## src/gcr_six_and_two_track_decoder_defines.svh

```systemverilog
// Assertion macros for the six-and-two track decoder.
// Used by the top level only; no other dependencies.
`ifndef GCR_SIX_AND_TWO_TRACK_DECODER_DEFINES_SVH
`define GCR_SIX_AND_TWO_TRACK_DECODER_DEFINES_SVH

// Same-cycle implication, sampled on clk_i and disabled during reset.
`define GCR_ASSERT_NOW(lbl, ante, cons, msg) \
  lbl: assert property (@(posedge clk_i) disable iff (!rst_ni) (ante) |-> (cons)) \
    else $error(msg);

// Next-cycle implication, sampled on clk_i and disabled during reset.
`define GCR_ASSERT_NEXT(lbl, ante, cons, msg) \
  lbl: assert property (@(posedge clk_i) disable iff (!rst_ni) (ante) |=> (cons)) \
    else $error(msg);

`endif

```

## src/gcr_pkg.sv

```systemverilog
// Shared types, codes and tables for the six-and-two track decoder.
// No dependencies.
package gcr_pkg;

  localparam logic [1:0] OP_START  = 2'd0;
  localparam logic [1:0] OP_FEED   = 2'd1;
  localparam logic [1:0] OP_READ   = 2'd2;
  localparam logic [1:0] OP_FINISH = 2'd3;

  localparam logic [1:0] ST_OK      = 2'd0;
  localparam logic [1:0] ST_SHORT   = 2'd1;
  localparam logic [1:0] ST_MISSING = 2'd2;

  localparam logic [1:0] CFG_FORMAT    = 2'd0;
  localparam logic [1:0] CFG_MIN_NIBS  = 2'd1;

  localparam int unsigned SECTORS_PER_TRACK = 16;
  localparam int unsigned BYTES_PER_SECTOR  = 256;
  // One spare bank beyond the track receives the sector being decoded.
  localparam int unsigned BANKS      = SECTORS_PER_TRACK + 1;
  localparam int unsigned BANK_W     = $clog2(BANKS);
  localparam int unsigned STORE_W    = BANK_W + 8;
  localparam int unsigned STORE_SIZE = BANKS * BYTES_PER_SECTOR;

  localparam int unsigned TWO_BIT_SPAN = 86;
  localparam logic [8:0] DATA_LAST    = 9'd342;
  localparam logic [8:0] DATA_NIBBLES = 9'd343;

  localparam logic [7:0] NIB_D5 = 8'hD5;
  localparam logic [7:0] NIB_AA = 8'hAA;
  localparam logic [7:0] NIB_96 = 8'h96;
  localparam logic [7:0] NIB_AD = 8'hAD;
  localparam logic [7:0] NIB_DE = 8'hDE;
  localparam logic [7:0] NIB_EB = 8'hEB;

  localparam logic [15:0] MIN_NIBS_RESET = 16'd5632;
  localparam logic [15:0] ALL_FOUND      = 16'hFFFF;

  localparam logic [7:0] GCR_CODES [64] = '{
    8'h96, 8'h97, 8'h9a, 8'h9b, 8'h9d, 8'h9e, 8'h9f, 8'ha6,
    8'ha7, 8'hab, 8'hac, 8'had, 8'hae, 8'haf, 8'hb2, 8'hb3,
    8'hb4, 8'hb5, 8'hb6, 8'hb7, 8'hb9, 8'hba, 8'hbb, 8'hbc,
    8'hbd, 8'hbe, 8'hbf, 8'hcb, 8'hcd, 8'hce, 8'hcf, 8'hd3,
    8'hd6, 8'hd7, 8'hd9, 8'hda, 8'hdb, 8'hdc, 8'hdd, 8'hde,
    8'hdf, 8'he5, 8'he6, 8'he7, 8'he9, 8'hea, 8'heb, 8'hec,
    8'hed, 8'hee, 8'hef, 8'hf2, 8'hf3, 8'hf4, 8'hf5, 8'hf6,
    8'hf7, 8'hf9, 8'hfa, 8'hfb, 8'hfc, 8'hfd, 8'hfe, 8'hff};

  localparam logic [3:0] DOS_SLOT [16] = '{
    4'h0, 4'h7, 4'he, 4'h6, 4'hd, 4'h5, 4'hc, 4'h4,
    4'hb, 4'h3, 4'ha, 4'h2, 4'h9, 4'h1, 4'h8, 4'hf};

  localparam logic [3:0] PRODOS_SLOT [16] = '{
    4'h0, 4'h8, 4'h1, 4'h9, 4'h2, 4'ha, 4'h3, 4'hb,
    4'h4, 4'hc, 4'h5, 4'hd, 4'h6, 4'he, 4'h7, 4'hf};

  typedef struct packed {
    logic [1:0]  op;
    logic [7:0]  nib;
    logic [11:0] addr;
    logic [5:0]  gval;
  } item_t;

  typedef struct packed {
    logic              busy;
    logic              exec;
    logic [BANK_W-1:0] free_bank;
  } back_stat_t;

  // Six-bit value of a disk nibble, matched on its low seven bits; unknown codes give 0.
  function automatic logic [5:0] gcr_lookup(input logic [6:0] key);
    logic [5:0] v;
    v = '0;
    for (int t = 63; t >= 0; t--) begin
      if (GCR_CODES[t][6:0] == key) v = 6'(t);
    end
    return v;
  endfunction

endpackage

```

## src/gcr_front.sv

```systemverilog
// Front part: accepts input items and classifies nibbles through the GCR table.
// Depends on gcr_pkg.
module gcr_front import gcr_pkg::*; (
  input  logic        in_valid_i,
  output logic        in_ready_o,
  input  logic [1:0]  opcode_i,
  input  logic [7:0]  disk_nibble_i,
  input  logic [11:0] read_address_i,
  input  logic        q_full_i,
  output logic        push_o,
  output item_t       item_o
);

  assign in_ready_o = ~q_full_i;
  assign push_o     = in_valid_i & ~q_full_i;

  always_comb begin
    item_o.op   = opcode_i;
    item_o.nib  = disk_nibble_i;
    item_o.addr = read_address_i;
    item_o.gval = (opcode_i == OP_FEED) ? gcr_lookup(disk_nibble_i[6:0]) : 6'd0;
  end

endmodule

```

## config.mk

```make
export PLATFORM = sky130hd
export DESIGN_NAME = gcr_front
export DESIGN_NICKNAME = d
export VERILOG_FILES = /design/src/gcr_six_and_two_track_decoder_defines.svh /design/src/gcr_pkg.sv /design/src/gcr_front.sv
export SDC_FILE = /design/constraint.sdc
export NUM_CORES = 1
export LEC_CHECK = 0
export BUFFER_PORTS_ARGS = -buffer_cell sky130_fd_sc_hd__buf_2
export CAP_MARGIN = 15
export CORE_MARGIN = 2
export CORE_UTILIZATION = 30
export DETAILED_ROUTE_END_ITERATION = 6
export PLACE_DENSITY = 0.58
export SYNTH_ARGS = -nofsm -noshare
export SYNTH_HDL_FRONTEND = slang
export SYNTH_SLANG_ARGS = --single-unit
```

## constraint.sdc

```tcl
create_clock -name vclk -period 2.4
set_input_delay 0.48 -clock vclk [all_inputs]
set_output_delay 0.48 -clock vclk [all_outputs]
set_load 0.02 [all_outputs]
```

# After elaboration in Yosys (flattened, before gate mapping)

Index checks and enable logic that the tools add are counted.

Input port bits: 24
Word-level logic and storage cells: 132
Output and inout bits: 30
Bits in registers: 0

Eq/ne operators: 65
Muxes and demuxes: 65
Bitwise logic cells: 2

Operators by type and width:

| kind                 | number |
|---|---|
| $mux W6              | 65 |
| $eq A7 B7 Y1 const A | 37 |
| $eq A6 B7 Y1 const A | 20 |
| $eq A5 B7 Y1 const A | 7 |
| $eq A2 B1 Y1 const B | 1 |
| $and A1 B1 Y1        | 1 |
| $not A1 Y1           | 1 |

# Depth between registers and ports, before layout

Depth after elaboration: 66
Mapped depth: 8
Gate-level depth less buffers: 6

# Worst setup path after synthesis

Ideal clock, no wire load.

Path kind: in2out
From: input disk_nibble_i[4]
To: output item_o[3] (netlist name)
Data arrival time: 1.802 ns
Stages: 7
Required time: 1.920 ns
Slack: 0.118 ns
Buffers on the path: 1
Cells stage by stage: buf_6 nand2b_4 or3_1 nor2_1 nor2_1 o32a_1 a31oi_1

RTL lines:

| element         | RTL line        | source |
|---|---|---|
| start, declared | gcr_front.sv:7  | `input logic [7:0] disk_nibble_i,` |
| end, declared   | gcr_front.sv:11 | `output item_t item_o` |

==> impl_metrics.csv <==
group,metric,value,unit
layout,nFillCells,371,
worst_setup_path,critical_path.max_stage_delay,0.35,ns
placed_design,place.gp.congestion,0.946,
route,drtAntennaViolNets,0,
clocking,cts_hold_buf,0,
sta,max_slew_margin,78.4,%
floorplanning,rows,23,
synthesis,syn_avg_cell_area,6.62,sq um
global_route,grt_max_degree,16,
floorplanning,io_pins,54,
layout,layout_common_cells,"70 x buf_4, 17 x buf_2, 14 x nor2_1",
placed_design,dp.cells,291,
worst_hold_path,hp-class,"in -> out",
placed_design,post_dp_cell_area,0.00164,sq mm
run_status,failed_checks,"setup timing",
layout,numSequentialCells,0,
route,first_pass_iters,4,
sta,worst_pin_slew,0.318,ns
worst_setup_path,critPathMostFrequentCell,"buf_4",
synthesis,syn_nets,207,
sta,holdWs,0.960,ns
layout,antenna_cells,0,
pwr,total_power,0.344,mW
pwr,power_leakage,0.834,nW
synthesis,synthCells,183,
layout,area_growth,56.0,%
worst_setup_path,worstPathRequired,1.92,ns
route,drc,0,
worst_setup_path,crit_arrival,1.93,ns
global_route,grt_pass1_wl,7020,microns
global_route,grtUsageTotal,19.9,%
layout,final_common_cell,"buf_4",
synthesis,synth_area,0.00121,sq mm
sta,hold_viol_final,0,
sta,fmax,414,MHz
floorplanning,coreArea,0.00394,sq mm
synthesis,ys_seq_area_share,0,%
floorplanning,die-area,0.00456,sq mm
sta,min_period,2.41,ns
layout,multi_input_area,0.00101,sq mm
global_route,globalRouteOverflowTotal,0,
worst_hold_path,hold_depth,0,
placed_design,dp_hpwl,3450,microns
floorplanning,start_util,30.7,%
run_status,outcome,"finished with violations",
route,via_count,1646,
worst_setup_path,path_cells,"buf_6, buf_4, or3_1, a211oi_1, or3_4, a2111oi_4, nor3_2, buf_4",
worst_setup_path,crit_path_start_kind,"input port",
layout,final_area,0.00189,sq mm
route,via_per_inst,5.60,
sta,rsz0062_at_grt,"true",
sta,finalCritPeriodShare,101,%
global_route,antenna_found_initial,0,
layout,final_cells,294,
worst_setup_path,crit_fanout,12,
sta,slew_viol_final,0,
layout,final-seq-area,0,sq um
worst_setup_path,end_kind,"output port",
layout,finalNetCount,270,
sta,worst_slack,-0.0144,ns
route,drtIter0Drc,156,
run,drv_cap,0,
route,wl,4730,microns
worst_setup_path,critical_path_class,"in -> out",
route,wl_per_cell,16.1,microns
pwr,power-per-cell-area,182,mW/mm^2
pwr,ir_drop,0.0614,mV
layout,drive_above_1_share,54.9,%
floorplanning,chipWidth,67.5,microns
synthesis,yosysWarnings,0,
floorplanning,die_h,67.5,microns
global_route,grt_pass1_vias,1461,
synthesis,ys_types,58,
sta,setup_viol,2,
worst_setup_path,crit_path_top_delay_cell,"or3_1",
placed_design,portBuffers,28,
layout,n_clock_buffer,0,
power by group:
group / internal [mW] / leakage (nW) / switching [mW]
Clock: 0 / 0 / 0
Combinational: 0.170 / 0.834 / 0.174
Sequential: 0 / 0 / 0
Total: 0.170 / 0.834 / 0.174
timing repair:
action | 4_1_cts | 5_1_grt
setup endpoints to repair | 6 | 6
buffers inserted | 2 | 2
pin swaps | 8 | 12
gates resized for setup | 33 | 22
critical path: cells and delay by family:
kind	cells	cell delay, ns
AO/OA/AOI/OAI	2	0.35
AND/OR/NAND/NOR	3	0.66
buffers and inverters	3	0.44
path summary, 6_finish.rpt:
kind,slack (ns),to,startpoint
min,0.96,item_o[10],read_address_i[4]
max,-0.01,item_o[0],disk_nibble_i[6]
cells in the mapped netlist, drive strengths merged, types with 3 or more instances:
cell,number,area share [%]
nand3,7,2.9
inv,8,2.5
nor4,5,2.6
nand2b,8,5.0
or3,3,1.5
o211ai,4,2.5
o22ai,4,2.1
xnor2,5,3.6
nor2,14,4.3
a31oi,6,3.1
o21ai,5,2.1
a21oi,10,4.4
buf,39,25
a22oi,3,1.9
nor2b,5,3.4
nand2,16,5.2
nor3,7,3.7
area by class of cell:
type / instances / share of cell area [%]
timing repair buffer: 100 / 41.7
multi-input combinational: 136 / 53.3
inverter: 8 / 1.72
tap: 50 / 3.31
cell families after synthesis:
kind of cell	count (synthesis)	synth area share, %
AOI/OAI and AO/OA	53	31.5
xor gates and xnor gates	7	5.06
muxes	2	1.65
buffers and inverters	47	27.3
and+or+nand+nor	74	34.5
routing by layer:
metal  part of all wire (%)  vias to the layer above  track usage, %
li1                       -                      777               -
met2                     49                       69            34.2
met1                     43                      791            27.0
met4                    1.6                        0            5.36
met3                    6.0                        9           0.833
met5                      0                        -               0
per-stage QoR:
stage / setup slack [ns] / TNS, ns / util [%]
3_5_place_dp: -0.178 / -0.603 / 41.7
2_1_floorplan: 0.118 / 0 / -
4_1_cts: -0.0140 / -0.0186 / 45.5
3_3_place_gp: -0.158 / -0.445 / 41.7
5_1_grt: -0.0449 / -0.108 / 47.9
6_report: -0.0144 / -0.0149 / 47.9
Power figures use the tool's default switching activity.
