### src/gcr_six_and_two_track_decoder_defines.svh
// Assertion macros for the six-and-two track decoder.
// Used by the top level only; no other dependencies.
`ifndef GCR_SIX_AND_TWO_TRACK_DECODER_DEFINES_SVH
`define GCR_SIX_AND_TWO_TRACK_DECODER_DEFINES_SVH

// Same-cycle implication, sampled on clk_i and disabled during reset.
`define GCR_ASSERT_NOW(lbl, ante, cons, msg) \
  lbl: assert property (@(posedge clk_i) disable iff (!rst_ni) (ante) |-> (cons)) \
    else $error(msg);

// Next-cycle implication, sampled on clk_i and disabled during reset.
`define GCR_ASSERT_NEXT(lbl, ante, cons, msg) \
  lbl: assert property (@(posedge clk_i) disable iff (!rst_ni) (ante) |=> (cons)) \
    else $error(msg);

`endif

### src/gcr_pkg.sv
// Shared types, codes and tables for the six-and-two track decoder.
// No dependencies.
package gcr_pkg;

  localparam logic [1:0] OP_START  = 2'd0;
  localparam logic [1:0] OP_FEED   = 2'd1;
  localparam logic [1:0] OP_READ   = 2'd2;
  localparam logic [1:0] OP_FINISH = 2'd3;

  localparam logic [1:0] ST_OK      = 2'd0;
  localparam logic [1:0] ST_SHORT   = 2'd1;
  localparam logic [1:0] ST_MISSING = 2'd2;

  localparam logic [1:0] CFG_FORMAT    = 2'd0;
  localparam logic [1:0] CFG_MIN_NIBS  = 2'd1;

  localparam int unsigned SECTORS_PER_TRACK = 16;
  localparam int unsigned BYTES_PER_SECTOR  = 256;
  // One spare bank beyond the track receives the sector being decoded.
  localparam int unsigned BANKS      = SECTORS_PER_TRACK + 1;
  localparam int unsigned BANK_W     = $clog2(BANKS);
  localparam int unsigned STORE_W    = BANK_W + 8;
  localparam int unsigned STORE_SIZE = BANKS * BYTES_PER_SECTOR;

  localparam int unsigned TWO_BIT_SPAN = 86;
  localparam logic [8:0] DATA_LAST    = 9'd342;
  localparam logic [8:0] DATA_NIBBLES = 9'd343;

  localparam logic [7:0] NIB_D5 = 8'hD5;
  localparam logic [7:0] NIB_AA = 8'hAA;
  localparam logic [7:0] NIB_96 = 8'h96;
  localparam logic [7:0] NIB_AD = 8'hAD;
  localparam logic [7:0] NIB_DE = 8'hDE;
  localparam logic [7:0] NIB_EB = 8'hEB;

  localparam logic [15:0] MIN_NIBS_RESET = 16'd5632;
  localparam logic [15:0] ALL_FOUND      = 16'hFFFF;

  localparam logic [7:0] GCR_CODES [64] = '{
    8'h96, 8'h97, 8'h9a, 8'h9b, 8'h9d, 8'h9e, 8'h9f, 8'ha6,
    8'ha7, 8'hab, 8'hac, 8'had, 8'hae, 8'haf, 8'hb2, 8'hb3,
    8'hb4, 8'hb5, 8'hb6, 8'hb7, 8'hb9, 8'hba, 8'hbb, 8'hbc,
    8'hbd, 8'hbe, 8'hbf, 8'hcb, 8'hcd, 8'hce, 8'hcf, 8'hd3,
    8'hd6, 8'hd7, 8'hd9, 8'hda, 8'hdb, 8'hdc, 8'hdd, 8'hde,
    8'hdf, 8'he5, 8'he6, 8'he7, 8'he9, 8'hea, 8'heb, 8'hec,
    8'hed, 8'hee, 8'hef, 8'hf2, 8'hf3, 8'hf4, 8'hf5, 8'hf6,
    8'hf7, 8'hf9, 8'hfa, 8'hfb, 8'hfc, 8'hfd, 8'hfe, 8'hff};

  localparam logic [3:0] DOS_SLOT [16] = '{
    4'h0, 4'h7, 4'he, 4'h6, 4'hd, 4'h5, 4'hc, 4'h4,
    4'hb, 4'h3, 4'ha, 4'h2, 4'h9, 4'h1, 4'h8, 4'hf};

  localparam logic [3:0] PRODOS_SLOT [16] = '{
    4'h0, 4'h8, 4'h1, 4'h9, 4'h2, 4'ha, 4'h3, 4'hb,
    4'h4, 4'hc, 4'h5, 4'hd, 4'h6, 4'he, 4'h7, 4'hf};

  typedef struct packed {
    logic [1:0]  op;
    logic [7:0]  nib;
    logic [11:0] addr;
    logic [5:0]  gval;
  } item_t;

  typedef struct packed {
    logic              busy;
    logic              exec;
    logic [BANK_W-1:0] free_bank;
  } back_stat_t;

  // Six-bit value of a disk nibble, matched on its low seven bits; unknown codes give 0.
  function automatic logic [5:0] gcr_lookup(input logic [6:0] key);
    logic [5:0] v;
    v = '0;
    for (int t = 63; t >= 0; t--) begin
      if (GCR_CODES[t][6:0] == key) v = 6'(t);
    end
    return v;
  endfunction

endpackage

### src/gcr_queue.sv
// Two-entry queue between the front and back parts of the decoder.
// Depends on gcr_pkg.
module gcr_queue import gcr_pkg::*; (
  input  logic  clk_i,
  input  logic  rst_ni,
  input  logic  push_i,
  input  item_t push_item_i,
  output logic  full_o,
  input  logic  pop_i,
  output logic  valid_o,
  output item_t pop_item_o
);

  item_t      mem_q [2];
  logic       wr_q, wr_d;
  logic       rd_q, rd_d;
  logic [1:0] cnt_q, cnt_d;

  assign full_o     = (cnt_q == 2'd2);
  assign valid_o    = (cnt_q != 2'd0);
  assign pop_item_o = mem_q[rd_q];

  always_comb begin
    wr_d  = push_i ? ~wr_q : wr_q;
    rd_d  = pop_i ? ~rd_q : rd_q;
    cnt_d = cnt_q + 2'(push_i) - 2'(pop_i);
  end

  always_ff @(posedge clk_i or negedge rst_ni) begin
    if (!rst_ni) begin
      wr_q  <= 1'b0;
      rd_q  <= 1'b0;
      cnt_q <= 2'd0;
    end else begin
      wr_q  <= wr_d;
      rd_q  <= rd_d;
      cnt_q <= cnt_d;
    end
  end

  always_ff @(posedge clk_i) begin
    if (push_i) begin
      mem_q[wr_q] <= push_item_i;
    end
  end

endmodule

### config.mk
export PLATFORM = sky130hd
export DESIGN_NAME = gcr_queue
export DESIGN_NICKNAME = d
export VERILOG_FILES = /design/src/gcr_six_and_two_track_decoder_defines.svh /design/src/gcr_pkg.sv /design/src/gcr_queue.sv
export SDC_FILE = /design/constraint.sdc
export NUM_CORES = 1
export LEC_CHECK = 0
export ABC_CLOCK_PERIOD_IN_PS = 5500
export BUFFER_PORTS_ARGS = -buffer_cell sky130_fd_sc_hd__buf_2
export CORE_ASPECT_RATIO = 1.75
export CORE_MARGIN = 3
export CORE_UTILIZATION = 55
export CTS_CLUSTER_DIAMETER = 40
export CTS_CLUSTER_SIZE = 25
export DETAILED_ROUTE_END_ITERATION = 16
export GPL_TIMING_DRIVEN = 0
export PLACE_DENSITY_LB_ADDON = 0.2
export SYNTH_ARGS = -nofsm -noshare
export SYNTH_HDL_FRONTEND = slang
export SYNTH_SLANG_ARGS = --single-unit
### constraint.sdc
create_clock -name clk_i -period 5.5 [get_ports clk_i]
set_clock_uncertainty 0.1 [all_clocks]
set_input_delay 0.275 -clock clk_i [delete_from_list [all_inputs] [get_ports clk_i]]
set_output_delay 0.275 -clock clk_i [all_outputs]
set_load 0.02 [all_outputs]
==> Word level (Yosys, flattened, before mapping) <==
Memory sizes are Yosys's and may differ from the RTL's.
Index checks and enable logic that the tools add are counted.
{ "word_totals": {"wordCells": 12, "ram_bits": 56, "mem_count": 1, "reg_bits": 4} }
{ "op_classes": {"n_reduce_logical": 1, "addsub": 2, "mux": 2, "n_eq_ne": 1, "bitwise": 2} }
{ "mem_list": {"columns": ["name", "depth", "word_bits", "read_ports", "rd_clocked_by_memory_dff", "write_ports", "line_no", "rtl"], "rows": [
  ["mem_q", 2, 28, 1, 0, 1, "gcr_queue.sv:14", "item_t mem_q [2];"]
]} }
{ "ops": {"columns": ["operator", "count"], "rows": [
  ["$add 2x1->2", 1],
  ["$eq 2x2->1 const B", 1],
  ["$mux 1", 2],
  ["$not 1->1", 2],
  ["$reduce_bool 2->1", 1],
  ["$sub 2x1->2", 1]
]} }

==> Depth between registers and ports, before layout <==
Gate-level depths: netlist of the first run.
{ "logic_depth": {"word_depth": 2, "ltp_mapped": 5, "mapped_depth_nobuf": 5} }

==> Worst setup path after synthesis of the first run <==
OpenSTA, ideal clock, no wires.
{ "synth_path": {"kind": "register to register", "from": "register wr_q", "to": "memory mem_q[0][0] (netlist bit) (enable)", "n_path_buf": 0, "required_ns": 4.984, "setup_ns": 0.416, "arrival_time_ns": 1.666, "synth_period_minus_slack_ns": 2.182, "path_slack_ns": 3.318, "stages_incl_launch_ff": 2, "cell_sequence": "dfrtp_1 nor2b_1"} }
{ "synth_lines": {"columns": ["element", "line_no", "rtl"], "rows": [
  ["start, declared", "gcr_queue.sv:15", "logic wr_q, wr_d;"],
  ["start signal, assigned", "gcr_queue.sv:35", "wr_q <= wr_d;"],
  ["end, declared", "gcr_queue.sv:14", null]
]} }
Straight into the memory's write port.

==> Final worst setup path of the first run <==
{ "layout_path": {"from": "register wr_q", "to": "memory mem_q[1][14] (netlist bit) (enable)"} }
Straight into the memory's write port.

==> impl_metrics.env, run 1 <==
export IMPL_fin_crit_sh_pct=34.3
export IMPL_r2r_start="wr_q"
export IMPL_syn_nets=136
export IMPL_fin_ws_ns=3.62
export IMPL_synth_seq_cells=60
export IMPL_grt_pass1_vias=1305
export IMPL_synth_top_area_cell="edfxtp_1"
export IMPL_ys_types=14
export IMPL_ir_drop_uv=370
export IMPL_ys_warn_count=0
export IMPL_rsz0062_at_grt="no"
export IMPL_ctsResizeCount=0
export IMPL_first_pass_iters=4
export IMPL_tns_ns=0
export IMPL_leakage_nw=1.15
export IMPL_drive_gt1_share_pct=59.7
export IMPL_gp_congestion=0.641
export IMPL_cts_setup_buffers=0
export IMPL_cp_slowest_cell="and2_1"
export IMPL_avgSynthCellArea_um2=22.2
export IMPL_core_rowCount=30
export IMPL_antenna_found_initial=0
export IMPL_critical_path_class="reg2reg"
export IMPL_grt_overflow_total=0
export IMPL_hold_violations=0
export IMPL_numCtsBuffers=9
export IMPL_max_stage_delay_ns=1.00
export IMPL_n_antenna_cell=0
export IMPL_relSlewSlack_pct=15.4
export IMPL_fillers=274
export IMPL_cp_num_buf_inv=0
export IMPL_maxSlewViolCount=0
export IMPL_grt_pass1_wl_mm=5.80
export IMPL_path_max_fanout=28
export IMPL_cp_startpoint="wr_q"
export IMPL_via_count=1165
export IMPL_pin_count=62
export IMPL_power_w=0.00151
export IMPL_min_path_cells=1
export IMPL_die_h_um=90.9
export IMPL_mappedNetlistArea_um2=2270
export IMPL_via_per_inst=5.09
export IMPL_worstPathCellList="and2_1"
export IMPL_powerDensity_nw_per_um2=533
export IMPL_drtIter0Drc=9
export IMPL_cp_required_ns=5.33
export IMPL_grtUsageTotal_pct=17.2
export IMPL_synth_area_leaders="edfxtp_1 (74%), mux2_2 (8.9%), mux2_4 (6.6%)"
export IMPL_ant_nets=0
export IMPL_final_setup_viol_count=0
export IMPL_cts_sinks=60
export IMPL_grt_max_degree=29
export IMPL_clock_fmax_mhz=531
export IMPL_core_area_um2=3940
export IMPL_syn_to_final_growth_pct=25.3
export IMPL_syn_inst=102
export IMPL_drc=0
export IMPL_io_buffers=61
export IMPL_wire_per_inst_um=16.1
export IMPL_hp_class="in2reg"
export IMPL_worstMarginPinSlew_ns=1.27
export IMPL_final_core_util_pct=72.1
export IMPL_crit_family="simple AND/OR/NAND/NOR gates"
export IMPL_die_w_um=54.5
export IMPL_yosysSeqAreaShare_pct=78.6
export IMPL_fin_nets=210
export IMPL_drt_total_wl_mm=3.69
export IMPL_die_area_um2=4960
export IMPL_start_util_pct=57.5
export IMPL_cap_violations=0
export IMPL_h_tree_depth=3
export IMPL_worstPathArrival_ns=1.72
export IMPL_reg2reg_to="mem_q[1][14]"
export IMPL_hpwl_mm=2.68
export IMPL_reg2reg_slack_ns=3.62
export IMPL_crit_path_end_kind="flop"
export IMPL_cp_num_cells=1
export IMPL_period_needed_ns=1.88
export IMPL_cp_start_kind="flop"
export IMPL_endpoint="mem_q[1][14]"
export IMPL_pre_cts_slack_ns=3.55
export IMPL_status="complete, no violations"
export IMPL_cts_tree="yes"
export IMPL_clk_pin_slew_ns=0.06
export IMPL_root_buffer="clkbuf_8"
export IMPL_cts_buffer_depth=2
export IMPL_yosys_area_top_type_share_pct=74.2
export IMPL_worstRegToRegCells=1
export IMPL_clk_latency_ns=0.32
[state kept, by name, indices dropped and copies added (netlist names)]
signal / cells
wr_q: 1
rd_q: 1
mem_q: 56
cnt_q: 2
[power by group]
part | leakage [nW] | switching, W | internal, W
sequential | 0.572 | 0.0000313 | 0.000612
clock | 0.0941 | 0.000149 | 0.000198
combinational | 0.483 | 0.000286 | 0.000236
[cells in the mapped netlist, drive strengths merged]
cell type  instances
xor3               1
or2                1
mux2              28
inv                2
xor2               2
edfxtp            56
nor2b              2
dfrtp              4
and2               1
ha                 2
buf                3
[cell families (layout without fill, tap and decap cells)]
| group | after synthesis | after routing | synth area share (%) |
|---|---|---|---|
| simple gates | 4 | 4 | 1.10 |
| mux | 28 | 28 | 15.6 |
| flops | 60 | 60 | 78.6 |
| xor+xnor | 3 | 3 | 1.82 |
| buf+inv | 5 | 84 | 1.82 |
| fa+ha+maj | 2 | 2 | 1.10 |
[final cells by class]
class / instances / area (um^2) / area share, %
Tap cell: 48 / 60.1 / 2.11
Clock buffer: 14 / 173 / 6.08
Clock inverter: 2 / 8.76 / 0.308
Buffer: 3 / 33.8 / 1.19
Inverter: 2 / 7.51 / 0.264
Timing Repair Buffer: 63 / 330 / 11.6
Sequential cell: 60 / 1780 / 62.7
Multi-Input combinational cell: 37 / 447 / 15.7
[stage by stage]
stage | std cells | cell area (um^2) | hold WS, ns
2_1_floorplan | 102 | 2270 | -0.121
3_3_place_gp | 211 | 2630 | -0.0217
3_5_place_dp | 212 | 2650 | -0.0148
4_1_cts | 229 | 2840 | 0.0221
5_1_grt | 229 | 2840 | 0.0194
6_report | 229 | 2840 | 0.0381
[routing by layer]
metal  vias to the layer above  track usage, %  share of wire, %
met1                       566            15.8                32
met2                        48            28.9                59
met5                         -               0                 0
li1                        541               -                 -
met3                        10            8.21               7.5
met4                         0            9.77               2.1
[cells in the final DEF (no fill, tap or decap), types with 2 or more instances in the layout]
cell	count
buf_2	61
buf_8	2
clkbuf_1	2
clkbuf_8	12
dfrtp_1	4
edfxtp_1	56
ha_1	2
inv_1	2
mux2_2	18
mux2_4	10
xor2_1	2
[what timing repair did]
item / CTS / global route
endpoints found under the setup margin: 0 / 0
hold buffers: 1 / 0
hold endpoints to repair: 4 / 0
[worst min-delay path by stage]
stage,from,to,slack (ns)
6_report,push_item_i[20],mem_q[0][20],0.04
5_1_grt,push_item_i[20],mem_q[1][20],0.02
4_1_cts,push_item_i[20],mem_q[0][20],0.02
3_5_place_dp,rst_ni,cnt_q[0],-0.01
3_3_place_gp,rst_ni,cnt_q[0],-0.02
2_1_floorplan,rst_ni,cnt_q[0],-0.12
(Power assumes the default switching activity.)
==> run 2: changes to the inputs <==
--- a/config.mk
+++ b/config.mk
@@ -5,11 +5,11 @@
 export SDC_FILE = /design/constraint.sdc
 export NUM_CORES = 1
 export LEC_CHECK = 0
-export ABC_CLOCK_PERIOD_IN_PS = 5500
+export ABC_CLOCK_PERIOD_IN_PS = 1700
 export BUFFER_PORTS_ARGS = -buffer_cell sky130_fd_sc_hd__buf_2
 export CORE_ASPECT_RATIO = 1.75
 export CORE_MARGIN = 3
-export CORE_UTILIZATION = 55
+export CORE_UTILIZATION = 46
 export CTS_CLUSTER_DIAMETER = 40
 export CTS_CLUSTER_SIZE = 25
 export DETAILED_ROUTE_END_ITERATION = 16
==> constraint.sdc (replaced) <==
create_clock -name clk_i -period 1.7 [get_ports clk_i]
set_clock_uncertainty 0.1 [all_clocks]
set_input_delay 0.085 -clock clk_i [delete_from_list [all_inputs] [get_ports clk_i]]
set_output_delay 0.085 -clock clk_i [all_outputs]
set_load 0.02 [all_outputs]
==> impl_metrics.env, run 2 (synthesis results as in run 1) <==
export IMPL_root_buffer="clkbuf_8"
export IMPL_p_switching_w=0.00152
export IMPL_hpwl_mm=2.50
export IMPL_max_stage_delay_ns=0.36
export IMPL_fin_cells=263
export IMPL_grtUsageTotal_pct=14.5
export IMPL_maxSlewViolCount=0
export IMPL_clk_latency_ns=0.32
export IMPL_fillers=350
export IMPL_rsz0062_at_grt="no"
export IMPL_core_rowCount=33
export IMPL_die_w_um=59.1
export IMPL_period_needed_ns=1.63
export IMPL_power_w=0.00490
export IMPL_grt_pass1_vias=1329
export IMPL_largest_reg_flops=56
export IMPL_cts_buffer_depth=2
export IMPL_grt_max_degree=29
export IMPL_grt_pass1_wl_mm=6.00
export IMPL_hp_class="in2reg"
export IMPL_largestRegisters="mem_q (56), cnt_q (2)"
export IMPL_wire_per_inst_um=15.0
export IMPL_p_int_w=0.00339
export IMPL_syn_to_final_growth_pct=38.6
export IMPL_layout_commonest_cell="buf_2"
export IMPL_cts_tree="yes"
export IMPL_cp_num_buf_inv=2
export IMPL_start_util_pct=48.2
export IMPL_antenna_found_initial=0
export IMPL_critical_path_class="reg2out"
export IMPL_hold_slack_ns=0.386
export IMPL_via_count=1262
export IMPL_cp_start_kind="flop"
export IMPL_gp_congestion=0.675
export IMPL_pin_count=62
export IMPL_path_max_fanout=19
export IMPL_core_area_um2=4710
export IMPL_ant_nets=0
export IMPL_layout_common_cells="buf_2 (61), edfxtp_1 (56), dlygate4sd3_1 (32)"
export IMPL_drc=0
export IMPL_crit_family="buffers and inverters"
export IMPL_drtIter0Drc=14
export IMPL_fin_nets=240
export IMPL_numCtsBuffers=9
export IMPL_worstPathArrival_ns=1.44
export IMPL_drt_total_wl_mm=3.95
export IMPL_final_setup_viol_count=0
export IMPL_pwr_share_seq_pct=42.5
export IMPL_io_buffers=61
export IMPL_cap_violations=0
export IMPL_placed_cells=215
export IMPL_fin_crit_sh_pct=95.9
export IMPL_p_comb_share_pct=34.6
export IMPL_n_antenna_cell=0
export IMPL_reg2reg_slack_ns=0.13
export IMPL_worstMarginPinSlew_ns=0.774
export IMPL_die_area_um2=5840
export IMPL_powerDensity_nw_per_um2=1560
export IMPL_cp_required_ns=1.51
export IMPL_status="complete, no violations"
export IMPL_drive_gt1_share_pct=51.2
export IMPL_grt_overflow_total=0
export IMPL_ir_drop_uv=1250
export IMPL_h_tree_depth=3
export IMPL_die_h_um=98.9
export IMPL_cts_sinks=60
export IMPL_relSlewSlack_pct=48.2
export IMPL_crit_path_end_kind="primary output"
export IMPL_cp_slowest_cell="dfrtp_1"
export IMPL_p_sw_share_pct=31.0
export IMPL_clk_pin_slew_ns=0.06
export IMPL_worstPathCellList="buf_6, mux2_2, buf_2"
export IMPL_leakage_nw=1.27
export IMPL_cts_setup_buffers=0
export IMPL_first_pass_iters=3
export IMPL_clkPwrFrac_pct=22.9
export IMPL_regMostFlops="mem_q"
export IMPL_hold_violations=0
export IMPL_clock_fmax_mhz=614
export IMPL_via_per_inst=4.80
[run 2: repair_timing]
action / CTS / global route
resized for setup: 2 / 0
endpoints found under the hold margin: 63 / 0
hold buffers: 32 / 0
setup endpoints to repair: 56 / 33
gates cloned: 0 / 1
[run 2: area by class of cell]
cell class | count | area [um^2] | area share [%]
multi-input cells | 38 | 462 | 14.7
flip-flops and latches | 60 | 1780 | 56.7
repair buffers | 93 | 626 | 19.9
plain buffers | 2 | 18.8 | 0.597
inverters | 2 | 7.51 | 0.239
clock buffers | 14 | 173 | 5.50
clock inverters | 2 | 8.76 | 0.279
well taps | 52 | 65.1 | 2.07
[run 2: path summary, 6_finish.rpt]
path / startpoint / to / cells after the start
max: rd_q / pop_item_o[7] / 3
max reg2reg: wr_q / mem_q[1][21] / 1
min in group asynchronous: rst_ni / cnt_q[1] / 3
min reg2reg: wr_q / wr_q / 1
max in group asynchronous: rst_ni / wr_q / 3
min: push_item_i[23] / mem_q[1][23] / 2
[run 2: power by group through the flow]
| stage | sequential, W | clock (W) | combinational [W] |
|---|---|---|---|
| 6_report | 0.00208 | 0.00112 | 0.00170 |
| 3_3_place_gp | 0.00208 | 0 | 0.00165 |
| 3_5_place_dp | 0.00212 | 0 | 0.00170 |
| 4_1_cts | 0.00208 | 0.00116 | 0.00176 |
| 2_1_floorplan | 0.00207 | 0 | 0.00124 |
| 5_1_grt | 0.00211 | 0.00123 | 0.00183 |
[run 2: routing by layer]
metal | track usage, % | share of wire, %
met1 | 14.9 | 36
met2 | 24.7 | 56
met3 | 3.28 | 5.5
met4 | 10.5 | 2.4
met5 | 0 | 0
[run 2: per-stage QoR]
| stage | instance area [um^2] | utilization (%) | setup slack, ns | setup TNS [ns] |
|---|---|---|---|---|
| after floorplan | 2270 | - | 0.0423 | 0 |
| after global placement | 2640 | 56.1 | -0.256 | -11.29 |
| after detailed placement | 2640 | 56.1 | -0.398 | -18.04 |
| after CTS | 3150 | 66.9 | 0.0116 | 0 |
| after global routing | 3140 | 66.7 | 0.00373 | 0 |
| final | 3140 | 66.7 | 0.0702 | 0 |
==> run 3: changes to the inputs <==
--- a/config.mk
+++ b/config.mk
@@ -5,7 +5,7 @@
 export SDC_FILE = /design/constraint.sdc
 export NUM_CORES = 1
 export LEC_CHECK = 0
-export ABC_CLOCK_PERIOD_IN_PS = 1700
+export ABC_CLOCK_PERIOD_IN_PS = 1420
 export BUFFER_PORTS_ARGS = -buffer_cell sky130_fd_sc_hd__buf_2
 export CORE_ASPECT_RATIO = 1.75
 export CORE_MARGIN = 3
==> constraint.sdc (replaced) <==
create_clock -name clk_i -period 1.42 [get_ports clk_i]
set_clock_uncertainty 0.1 [all_clocks]
set_input_delay 0.071 -clock clk_i [delete_from_list [all_inputs] [get_ports clk_i]]
set_output_delay 0.071 -clock clk_i [all_outputs]
set_load 0.02 [all_outputs]
==> impl_metrics.env, run 3 (synthesis results as in run 1) <==
export IMPL_status="complete, but fails checks"
export IMPL_violations="negative setup slack"
export IMPL_hold_violations=0
export IMPL_cts_sinks=60
export IMPL_fillers=305
export IMPL_grt_pass1_wl_mm=6.77
export IMPL_antenna_found_initial=0
export IMPL_largestRegisters="mem_q (56), cnt_q (2)"
export IMPL_via_per_inst=4.87
export IMPL_cap_violations=0
export IMPL_critical_path_class="reg2out"
export IMPL_worstPathArrival_ns=1.48
export IMPL_path_max_fanout=6
export IMPL_cts_buffer_depth=2
export IMPL_hpwl_mm=2.49
export IMPL_pin_count=62
export IMPL_period_needed_ns=1.65
export IMPL_clk_pin_slew_ns=0.06
export IMPL_regMostFlops="mem_q"
export IMPL_ant_nets=0
export IMPL_fin_nets=252
export IMPL_first_pass_iters=4
export IMPL_grtUsageTotal_pct=16.8
export IMPL_powerDensity_nw_per_um2=1970
export IMPL_power_w=0.00698
export IMPL_maxSlewViolCount=0
export IMPL_clk_latency_ns=0.33
export IMPL_wl_met1_mm=1.64
export IMPL_wl_met3_um=204
export IMPL_grt_overflow_total=0
export IMPL_hp_class="in2reg"
export IMPL_cp_start_kind="flop"
export IMPL_drt_total_wl_mm=4.69
export IMPL_rsz0062_at_grt="yes"
export IMPL_io_buffers=61
export IMPL_drc=0
export IMPL_core_area_um2=4710
export IMPL_final_setup_viol_count=28
export IMPL_gp_congestion=0.646
export IMPL_worstMarginPinSlew_ns=0.442
export IMPL_die_area_um2=5840
export IMPL_root_buffer="clkbuf_8"
export IMPL_n_antenna_cell=0
export IMPL_layout_common_cells="edfxtp_1 (56), buf_6 (34), buf_2 (34)"
export IMPL_numCtsBuffers=9
export IMPL_grt_pass1_vias=1464
export IMPL_cp_required_ns=1.25
export IMPL_core_rowCount=33
export IMPL_syn_to_final_growth_pct=56.2
export IMPL_die_h_um=98.9
export IMPL_fin_ws_ns=-0.231
export IMPL_hold_slack_ns=0.159
export IMPL_drtIter0Drc=23
export IMPL_die_w_um=59.1
export IMPL_relSlewSlack_pct=70.5
export IMPL_cts_tree="yes"
export IMPL_fin_crit_sh_pct=116
export IMPL_highest_layer="met4"
export IMPL_start_util_pct=48.2
export IMPL_wl_met2_mm=2.74
export IMPL_leakage_nw=1.49
export IMPL_drive_gt1_share_pct=54.7
export IMPL_clock_fmax_mhz=606
export IMPL_layout_commonest_cell="edfxtp_1"
export IMPL_via_count=1338
export IMPL_wire_per_inst_um=17.1
export IMPL_h_tree_depth=3
export IMPL_ir_drop_uv=1800
export IMPL_crit_path_end_kind="primary output"
export IMPL_grt_max_degree=29
export IMPL_largest_reg_flops=56
-- run 3: metal layers --
layer | track usage [%] | up-vias
met1 | 16.1 | 658
met3 | 4.06 | 11
met2 | 30.0 | 42
met4 | 11.0 | 0
met5 | 0 | -
li1 | - | 627
-- run 3: path summary, 6_finish.rpt --
path | from | end | slack (ns) | cells past startpoint
min in group asynchronous | rst_ni | wr_q | 0.55 | 3
max reg2reg | cnt_q[0] | cnt_q[1] | 0.06 | 5
min reg2reg | wr_q | wr_q | 0.50 | 1
max | rd_q | pop_item_o[12] | -0.23 | 4
max in group asynchronous | rst_ni | wr_q | 0.48 | 3
min | push_i | mem_q[0][24] | 0.16 | 2
-- run 3: final cells by class --
type	instances	area (um^2)	share of cell area [%]
clock buffers	10	128	3.60
clock inverters	6	31.3	0.883
well taps	52	65.1	1.84
repair buffers	104	950	26.8
multi-input cells	38	532	15.0
plain buffers	3	46.3	1.31
inverters	2	7.51	0.212
flip-flops and latches	60	1780	50.3
-- run 3: power breakdown --
group	switching [W]	internal [W]	leakage (nW)	total, W
Combinational	0.00138	0.00186	0.833	0.00324
Clock	0.000606	0.000613	0.0832	0.00122
Sequential	0.000156	0.00237	0.571	0.00252
Total	0.00214	0.00484	1.49	0.00698
-- run 3: stage by stage --
step / util [%] / worst slack [ns] / TNS [ns] / cells / instance area (um^2)
after global routing: 75.3 / -0.279 / -7.06 / 275 / 3540
after global placement: 56.2 / -0.133 / -5.72 / 215 / 2650
after CTS: 71.1 / -0.233 / -11.54 / 271 / 3350
after floorplan: - / 0.0577 / 0 / 102 / 2280
after detailed placement: 56.2 / -0.179 / -8.88 / 215 / 2650
final: 75.3 / -0.231 / -5.78 / 275 / 3540
-- run 3: repair_timing --
| action | in CTS | in global routing |
|---|---|---|
| setup endpoints to repair | 84 | 56 |
| hold buffers | 32 | 0 |
| gates cloned | 2 | 2 |
| gates resized for setup | 45 | 40 |
| pin swaps | 0 | 1 |
| setup buffers | 6 | 2 |
| endpoints found under the hold margin | 63 | 0 |
-- run 3: worst max-delay path, cell delays in order (launching register included) --
cell	delay, ns
dfrtp_1	0.41
buf_6	0.17
buf_12	0.14
mux2_4	0.30
buf_6	0.13
